### config.mk
export PLATFORM = sky130hd
export DESIGN_NAME = least_run_time_task_selector
export DESIGN_NICKNAME = d
export VERILOG_FILES = /design/src/sv/lrts_pkg.sv /design/src/sv/lrts_ram.sv /design/src/sv/lrts_front.sv /design/src/sv/lrts_back.sv /design/src/sv/least_run_time_task_selector.sv
export SDC_FILE = /design/constraint.sdc
export NUM_CORES = 2
export LEC_CHECK = 0
export BUFFER_PORTS_ARGS = -buffer_cell sky130_fd_sc_hd__buf_4
export CORE_MARGIN = 2
export CORE_UTILIZATION = 40
export DETAILED_ROUTE_END_ITERATION = 6
export HOLD_SLACK_MARGIN = 0.08
export PLACE_DENSITY = 0.52
export SKIP_LAST_GASP = 1
export SYNTH_ARGS = -nofsm -noshare
export SYNTH_HDL_FRONTEND = slang
export SYNTH_HIERARCHICAL = 1
export SYNTH_SLANG_ARGS = --single-unit
### constraint.sdc
create_clock -name clk -period 14.3 [get_ports clk]
set_input_delay 3.575 -clock clk [delete_from_list [all_inputs] [get_ports clk]]
set_output_delay 3.575 -clock clk [all_outputs]
set_load 0.01 [all_outputs]
### src/sv/lrts_pkg.sv
package lrts_pkg;

	localparam int SLOT_COUNT = 64;
	localparam int CPU_MAX = 8;
	localparam int TICK_BITS = 32;
	localparam int SLOT_W = $clog2(SLOT_COUNT);
	localparam int CPU_W = 3;
	localparam int CNT_W = SLOT_W + 1;
	localparam int ENTRY_W = 2 + CPU_W + TICK_BITS;
	localparam int QUEUE_DEPTH = 2;

	typedef enum logic [2:0] {
		CMD_ALLOC = 3'd0,
		CMD_TICK = 3'd1,
		CMD_SET_STATE = 3'd2,
		CMD_SELECT = 3'd3,
		CMD_FREE = 3'd4
	} cmd_t;

	localparam logic [1:0] RS_READY = 2'd0;

	typedef struct packed {
		logic [2:0] cmd;
		logic [5:0] slot;
		logic [1:0] run_state;
		logic [2:0] cpu_id;
		logic [5:0] current_slot;
	} req_t;

	typedef struct packed {
		logic [5:0] result_slot;
		logic found;
	} rsp_t;

	// one table entry as held in memory
	typedef struct packed {
		logic [1:0] run_state;
		logic [CPU_W-1:0] cpu;
		logic [TICK_BITS-1:0] ticks;
	} entry_t;

	// front-to-back queue entry: request plus resolved CPU count
	typedef struct packed {
		req_t req;
		logic [3:0] ncpu;
	} job_t;

endpackage

### src/sv/lrts_ram.sv
module lrts_ram #(
	parameter int WIDTH = 8,
	parameter int DEPTH = 64
) (
	input logic clk,
	input logic we,
	input logic [$clog2(DEPTH)-1:0] waddr,
	input logic [WIDTH-1:0] wdata,
	input logic [$clog2(DEPTH)-1:0] raddr,
	output logic [WIDTH-1:0] rdata
);

	logic [WIDTH-1:0] mem [DEPTH];

	// write port and registered read port
	always_ff @(posedge clk) begin
		if (we) begin
			mem[waddr] <= wdata;
		end
		rdata <= mem[raddr];
	end

endmodule

### src/sv/lrts_front.sv
module lrts_front import lrts_pkg::*; (
	input logic clk,
	input logic arst_n,
	input logic start,
	input req_t cmd_in,
	input logic cfg_we,
	input logic [3:0] cfg_wdata,
	input logic pop,
	output logic busy,
	output logic q_valid,
	output job_t q_head
);

	logic [3:0] cpu_total_q;
	logic [3:0] ncpu;
	job_t queue_q [QUEUE_DEPTH];
	logic [1:0] count_q;
	logic push;

	// clamp the CPU count into its legal range
	always_comb begin
		if (cpu_total_q == 4'd0) begin
			ncpu = 4'd1;
		end else if (cpu_total_q > 4'(CPU_MAX)) begin
			ncpu = 4'(CPU_MAX);
		end else begin
			ncpu = cpu_total_q;
		end
	end

	assign busy = (count_q == 2'(QUEUE_DEPTH));
	assign push = start && !busy;
	assign q_valid = (count_q != 2'd0);
	assign q_head = queue_q[0];

	always_ff @(posedge clk or negedge arst_n) begin
		if (!arst_n) begin
			cpu_total_q <= 4'd1;
		end else if (cfg_we) begin
			cpu_total_q <= cfg_wdata;
		end
	end

	// advance the shift queue
	always_ff @(posedge clk or negedge arst_n) begin
		if (!arst_n) begin
			count_q <= 2'd0;
		end else begin
			count_q <= count_q + 2'(push) - 2'(pop);
		end
	end

	always_ff @(posedge clk) begin
		if (pop) begin
			queue_q[0] <= queue_q[1];
		end
		if (push) begin
			if (count_q == 2'd0 || (count_q == 2'd1 && pop)) begin
				queue_q[0] <= '{req: cmd_in, ncpu: ncpu};
			end else begin
				queue_q[count_q[0] ^ pop] <= '{req: cmd_in, ncpu: ncpu};
			end
		end
	end

`ifndef SYNTHESIS
	a_no_pop_empty: assert property (@(posedge clk) disable iff (!arst_n)
		pop |-> q_valid) else $error("pop from empty queue");
	a_no_overflow: assert property (@(posedge clk) disable iff (!arst_n)
		count_q <= 2'(QUEUE_DEPTH)) else $error("queue overflow");
	a_busy_full: assert property (@(posedge clk) disable iff (!arst_n)
		(count_q == 2'(QUEUE_DEPTH) && !pop) |=> busy) else $error("busy dropped");
`endif

endmodule

### src/sv/lrts_back.sv
module lrts_back import lrts_pkg::*; (
	input logic clk,
	input logic arst_n,
	input logic q_valid,
	input job_t q_head,
	output logic pop,
	output logic done,
	output rsp_t rsp
);

	typedef enum logic [4:0] {
		ST_IDLE = 5'b00001,
		ST_READ = 5'b00010,
		ST_UPD = 5'b00100,
		ST_SCAN = 5'b01000,
		ST_FIN = 5'b10000
	} state_t;

	state_t state_q;
	job_t job_q;
	logic [SLOT_COUNT-1:0] valid_q;
	logic [CPU_W-1:0] next_cpu_q;
	logic [CNT_W-1:0] idx_q;
	logic [SLOT_W-1:0] cand_s1;
	logic cand_ok_s1;
	logic have_q;
	logic [TICK_BITS-1:0] best_q;
	logic [SLOT_W-1:0] best_slot_q;
	logic free_found;
	logic [SLOT_W-1:0] free_slot;

	logic we;
	logic [SLOT_W-1:0] waddr, raddr;
	entry_t wdata, rdata;
	logic [CPU_W:0] alloc_cpu;
	logic [CPU_W:0] cpu_inc;

	lrts_ram #(.WIDTH(ENTRY_W), .DEPTH(SLOT_COUNT)) u_ram (
		.clk(clk), .we(we), .waddr(waddr), .wdata(wdata),
		.raddr(raddr), .rdata(rdata)
	);

	// lowest free slot from the valid bits
	always_comb begin
		free_found = 1'b0;
		free_slot = '0;
		for (int i = SLOT_COUNT - 1; i >= 0; i--) begin
			if (!valid_q[i]) begin
				free_found = 1'b1;
				free_slot = SLOT_W'(i);
			end
		end
	end

	assign alloc_cpu = ({1'b0, next_cpu_q} < q_head.ncpu[CPU_W:0]) ?
		{1'b0, next_cpu_q} : '0;
	assign cpu_inc = alloc_cpu + 1'b1;

	assign pop = (state_q == ST_IDLE) && q_valid;
	// hold the addressed slot on the read port until the update
	assign raddr = (state_q == ST_IDLE) ? q_head.req.slot :
		(state_q == ST_SCAN) ? idx_q[SLOT_W-1:0] : job_q.req.slot;

	// memory writes: allocate from idle, tick and set state from update
	always_comb begin
		we = 1'b0;
		waddr = job_q.req.slot;
		wdata = rdata;
		if (pop && q_head.req.cmd == CMD_ALLOC && free_found) begin
			we = 1'b1;
			waddr = free_slot;
			wdata = '{run_state: RS_READY, cpu: alloc_cpu[CPU_W-1:0], ticks: '0};
		end else if (state_q == ST_UPD && valid_q[job_q.req.slot]) begin
			if (job_q.req.cmd == CMD_TICK) begin
				we = (rdata.ticks != '1);
				wdata.ticks = rdata.ticks + 1'b1;
			end else if (job_q.req.cmd == CMD_SET_STATE) begin
				we = 1'b1;
				wdata.run_state = job_q.req.run_state;
			end
		end
	end

	always_ff @(posedge clk or negedge arst_n) begin
		if (!arst_n) begin
			state_q <= ST_IDLE;
			job_q <= '0;
			valid_q <= '0;
			next_cpu_q <= '0;
			done <= 1'b0;
			rsp <= '0;
			idx_q <= '0;
			have_q <= 1'b0;
			best_q <= '0;
			best_slot_q <= '0;
			cand_s1 <= '0;
			cand_ok_s1 <= 1'b0;
		end else begin
			done <= 1'b0;
			case (state_q)
				ST_IDLE: begin
					if (pop) begin
						job_q <= q_head;
						case (q_head.req.cmd)
							CMD_ALLOC: begin
								done <= 1'b1;
								rsp <= '{result_slot: free_found ? free_slot : '0,
									found: free_found};
								if (free_found) begin
									valid_q[free_slot] <= 1'b1;
									next_cpu_q <= (cpu_inc == q_head.ncpu[CPU_W:0]) ?
										'0 : cpu_inc[CPU_W-1:0];
								end
							end
							CMD_FREE: begin
								done <= 1'b1;
								rsp <= '0;
								valid_q[q_head.req.slot] <= 1'b0;
							end
							CMD_TICK, CMD_SET_STATE: state_q <= ST_READ;
							CMD_SELECT: begin
								idx_q <= CNT_W'(q_head.ncpu);
								have_q <= 1'b0;
								cand_ok_s1 <= 1'b0;
								state_q <= ST_SCAN;
							end
							default: begin
								done <= 1'b1;
								rsp <= '0;
							end
						endcase
					end
				end
				ST_READ: state_q <= ST_UPD;
				ST_UPD: begin
					done <= 1'b1;
					rsp <= '0;
					state_q <= ST_IDLE;
				end
				// read one slot a cycle; compare the previous read
				ST_SCAN: begin
					if (cand_ok_s1 && rdata.run_state == job_q.req.run_state &&
						rdata.cpu == job_q.req.cpu_id &&
						(!have_q || rdata.ticks < best_q)) begin
						have_q <= 1'b1;
						best_q <= rdata.ticks;
						best_slot_q <= cand_s1;
					end
					cand_s1 <= idx_q[SLOT_W-1:0];
					cand_ok_s1 <= (idx_q < CNT_W'(SLOT_COUNT)) &&
						valid_q[idx_q[SLOT_W-1:0]] &&
						(idx_q[SLOT_W-1:0] != job_q.req.current_slot);
					if (idx_q >= CNT_W'(SLOT_COUNT)) begin
						state_q <= ST_FIN;
					end else begin
						idx_q <= idx_q + 1'b1;
					end
				end
				ST_FIN: begin
					done <= 1'b1;
					state_q <= ST_IDLE;
					if (have_q) begin
						rsp <= '{result_slot: best_slot_q, found: 1'b1};
					end else if (job_q.req.run_state == RS_READY &&
						{1'b0, job_q.req.cpu_id} < job_q.ncpu) begin
						rsp <= '{result_slot: SLOT_W'(job_q.req.cpu_id), found: 1'b1};
					end else begin
						rsp <= '0;
					end
				end
				default: state_q <= ST_IDLE;
			endcase
		end
	end

`ifndef SYNTHESIS
	a_done_once: assert property (@(posedge clk) disable iff (!arst_n)
		done |=> !done || $past(pop)) else $error("repeated result");
	a_pop_idle: assert property (@(posedge clk) disable iff (!arst_n)
		pop |-> state_q == ST_IDLE) else $error("pop while working");
	a_fin_done: assert property (@(posedge clk) disable iff (!arst_n)
		state_q == ST_FIN |=> done) else $error("select lost result");
	a_rr_range: assert property (@(posedge clk) disable iff (!arst_n)
		{1'b0, next_cpu_q} < 4'(CPU_MAX)) else $error("cpu pointer out of range");
`endif

endmodule

### src/sv/least_run_time_task_selector.sv
// Task table of 64 slots with least-run-time select. Issue a transaction by
// raising start while busy is low; a short queue takes up to two commands
// ahead of the executor. Each command gives exactly one result, shown on rsp
// for one cycle with done high; it cannot be held off. Allocate and free
// finish from idle, tick and set state do a read-modify-write of the slot
// memory, and select is set by the scan that reads one slot per cycle from
// the table memory, starting past the CPU slots (shorter with more CPUs).
// Write cpu_total only when idle.
module least_run_time_task_selector import lrts_pkg::*; (
	input logic clk,
	input logic arst_n,
	input logic start,
	input req_t cmd_in,
	output logic busy,
	input logic cfg_we,
	input logic [3:0] cfg_wdata,
	output logic done,
	output rsp_t rsp
);

	logic pop;
	logic q_valid;
	job_t q_head;

	lrts_front u_front (
		.clk(clk), .arst_n(arst_n), .start(start), .cmd_in(cmd_in),
		.cfg_we(cfg_we), .cfg_wdata(cfg_wdata), .pop(pop),
		.busy(busy), .q_valid(q_valid), .q_head(q_head)
	);

	lrts_back u_back (
		.clk(clk), .arst_n(arst_n), .q_valid(q_valid), .q_head(q_head),
		.pop(pop), .done(done), .rsp(rsp)
	);

endmodule

==> impl_summary.log <==
[metrics] run status: finished, final reports clean
[metrics] area leader, netlist: sky130_fd_sc_hd__edfxtp_1
[metrics] Combinational Power Share: 0.425
[metrics] Die H: around 510 um
[metrics] Slew @ Worst Pin: approximately 1.3 ns
[metrics] PD cells: between 200 and 300 mW/mm^2
[metrics] summed instance area of the synthesized netlist: 0.104 sq mm
[metrics] die width: about 500 um
[metrics] fraction of layout instances using a drive strength above 1: 0.260
[metrics] Switching Share: 0.387
[metrics] worst setup path category: flip-flop to flip-flop
[metrics] GR Util All Layers: 0.235
[metrics] HPWL after detailed placement: around 170,000 um
[metrics] Clock Root Buffer: sky130_fd_sc_hd__clkbuf_16
[metrics] RSZ-0062 raised after global routing: no
[metrics] IO Pins: 37
[metrics] input/output buffers: 36
[metrics] number of iterations in the first detailed-routing pass: 6
[metrics] effective utilization at floorplan: 0.403
[metrics] sum of routed wire length over all layers: 311,000 um
[metrics] Remaining DRCs: 0
[metrics] most numerous cell in the Yosys netlist: sky130_fd_sc_hd__edfxtp_1
[metrics] clk buf depth: 4
[metrics] warning count from the yosys run: 6
[metrics] syn nets: ~5,300
[metrics] pin count of the biggest net entering global routing: ~110
[metrics] die footprint: 0.263 sq mm
[metrics] Final Skew: roughly 0.060 ns
[metrics] power share of the clock group: 0.237
[metrics] overall via count from detail_route: between 50,000 and 60,000
[metrics] net switching component of the power: 12,000 uW
[metrics] Core Rows: around 190
[metrics] number of hold buffers added after CTS: 0
[metrics] CTS-repair resized insts: 0
[metrics] area added between synthesis and finish: 14.4%
[metrics] sequential share of power: 0.339
[metrics] final total power: 30,900 uW
[metrics] maximum resistive drop on vdd: ~270 uV
[metrics] count of flip-flops with a built-in enable after synthesis: ~2,400
[metrics] first-pass GRT wire length: between 400,000 and 500,000 um
[metrics] clock tree from TritonCTS: yes
[metrics] routed via count divided by cell count: around 6
[metrics] Final Setup Violations: 0
[metrics] fraction of the cycle the final worst path needs: 0.407
[metrics] endpoints failing hold: 0
[metrics] fraction of synthesis flops using an asynchronous set or reset pin: 0.0623
[metrics] GR Overflow Total: 0
[metrics] cell count after synthesis: approximately 5,200
[metrics] commonest cells in the netlist: 2,416 x sky130_fd_sc_hd__edfxtp_1, 591 x sky130_fd_sc_hd__mux4_2, 195 x sky130_fd_sc_hd__nand2_1
[metrics] core region area: between 0.2 and 0.3 sq mm
[metrics] FMAX: between 0.15 and 0.2 GHz
[metrics] CP endpoint kind: flip-flop
[metrics] total clock sinks: 2,616
[metrics] first-iteration detailed-routing DRC count: 7,093
[metrics] wire length per cell: approximately 34 um
[metrics] last weighted congestion value of the routability-driven placer: just under 0.9
[metrics] Worst setup SP type: flip-flop
[metrics] MaxCap Viol Count: 0
[metrics] CTS H-tree depth: 5
[metrics] setup slack after layout: about 8.5 ns
[metrics] placement-stage worst setup slack: 8.45 ns
[metrics] synthesized area divided by synthesized cell count: between 15 and 20 sq um
[metrics] number of storage elements in the synthesis netlist: approximately 2,600
[metrics] # nets final: ~5,500
[metrics] min cycle time layout: 5.81 ns
[metrics] Rel. slew slack: 0.115
[metrics] Internal Dissipation: about 19,000 uW
[metrics] highest net fanout along the worst path: 46
[metrics] sequential fraction of the synthesis area: 0.747
[metrics] clock buffer count from CTS: ~300
[metrics] clock-pin slew of the registers on the worst-case setup and hold paths: around 0.060 ns
[metrics] final count of pins violating max slew: 0
[metrics] clk_lat worst skew: approximately 0.95 ns
[metrics] total negative slack: 0 ns
[metrics] data arrival time at the worst-slack endpoint: around 6.4 ns
[metrics] via count of the first global-routing pass: ~55,000
[metrics] proportion of netlist area held by the largest area contributor: 0.701
[metrics] data required time of the worst path: approximately 15 ns
[metrics] top post-synthesis cells by area: sky130_fd_sc_hd__edfxtp_1 70%, sky130_fd_sc_hd__mux4_2 13%, sky130_fd_sc_hd__dfrtp_1 3.9%
[metrics] commonest register cell after synthesis: sky130_fd_sc_hd__edfxtp_1
[metrics] number of antenna violations at the first check in global routing: 17
[metrics] static leakage: between 0.03 and 0.04 uW
[metrics] class of the tightest hold or removal check: flip-flop to flip-flop
[metrics] number of nets with antenna violations after detailed routing: 0
[metrics] Post-CTS Setup Inserts: 0
[metrics] number of distinct library cell variants in the gate-level netlist after synthesis: 97
==> power groups by stage <==
stage                     combinational (uW)  sequential [uW]  clock, uW
after floorplan                         7720            10400          0
after global placement                 12900            10600          0
after detailed placement               13200            10600          0
after CTS                              13200            10500       7440
after global routing                   13700            10500       7740
final                                  13100            10500       7310
==> path summary, 6_finish.rpt <==
kind	from	end	slack, ns	cells after the start
worst max-delay path	u_back/valid_q[0]$_DFFE_PN0P_	u_back/u_ram/mem[62][3]$_DFFE_PP_	8.49	10
worst min-delay path	u_back/cand_s1[4]$_DFFE_PN0P_	u_back/cand_s1[4]$_DFFE_PN0P_	0.48	2
worst max register to register	u_back/valid_q[0]$_DFFE_PN0P_	u_back/u_ram/mem[62][3]$_DFFE_PP_	8.49	10
worst min register to register	u_back/cand_s1[4]$_DFFE_PN0P_	u_back/cand_s1[4]$_DFFE_PN0P_	0.48	2
max in group asynchronous	arst_n	u_back/best_q[4]$_DFFE_PN0P_	9.79	3
min in group asynchronous	arst_n	u_back/valid_q[0]$_DFFE_PN0P_	2.58	1
==> critical path, cell delays in order, from the launching register on <==
cell and delay, ns:
sky130_fd_sc_hd__dfrtp_1 0.53, sky130_fd_sc_hd__nand4_4 0.19, sky130_fd_sc_hd__nor4_4 0.45, sky130_fd_sc_hd__nand2_2 0.24, sky130_fd_sc_hd__o21ai_4 0.19, sky130_fd_sc_hd__buf_4 0.45
sky130_fd_sc_hd__nand2_1 0.10, sky130_fd_sc_hd__o21ai_1 0.67, sky130_fd_sc_hd__nand3_1 1.04, sky130_fd_sc_hd__nor2_4 0.91, sky130_fd_sc_hd__buf_4 0.58
==> per-layer routing <==
layer / routed length (um) / track usage
met1: 135000 / 0.348
met2: 147000 / 0.369
met3: 22100 / 0.0317
met4: 7330 / 0.0599
met5: 20 / 0
==> cell type report <==
cell class / count / area (sq um)
antenna: 8 / 20.0
clock buffer: 390 / 8050
clock inverter: 124 / 1170
tap: 3384 / 4230
fill: 21400 / 139000
inverter: 61 / 229
sequential: 2616 / 77400
timing repair buffer: 231 / 1900
multi-input combinational: 2256 / 25500
==> logic make-up after synthesis <==
logic type,after synthesis,synth area share
xor+xnor,21,0.00178
mux,752,0.147
buf+inv,352,0.0174
flops,2616,0.747
simple gates,781,0.0396
compound gates,662,0.0428
fa+ha+maj,40,0.00483
==> registers in the layout (all words and copies together), names as in the netlist, 3 cells and up <==
name and flops:
u_back/state_q 5, u_back/u_ram/rdata 37, u_back/best_q 32, u_back/job_q 24, u_front/cpu_total_q 4, u_back/rsp 7, u_back/next_cpu_q 3, u_back/cand_s1 6
u_back/valid_q 64, u_front/queue_q 48, u_back/u_ram/mem 2368, u_back/best_slot_q 6, u_back/idx_q 7
==> cell usage in the layout (no fill, tap or decap), drive strengths merged, types with 92 or more instances in the layout <==
master     n
nor2     146
mux4     596
nand2    197
o21ai    170
edfxtp  2416
nand3     92
clkbuf   390
dfrtp    161
buf      231
o22ai    144
==> metrics by stage <==
step | hold WS, ns | instance area [sq um] | util | std cells
3_3_place_gp | 0.467 | 109000 | 0.424 | 8538
2_1_floorplan | 0.426 | 104000 | - | 5224
5_1_grt | 0.501 | 118000 | 0.460 | 9063
3_5_place_dp | 0.465 | 109000 | 0.425 | 8548
4_1_cts | 0.484 | 118000 | 0.460 | 9062
6_report | 0.481 | 118000 | 0.461 | 9070
(Power assumes the default switching activity.)
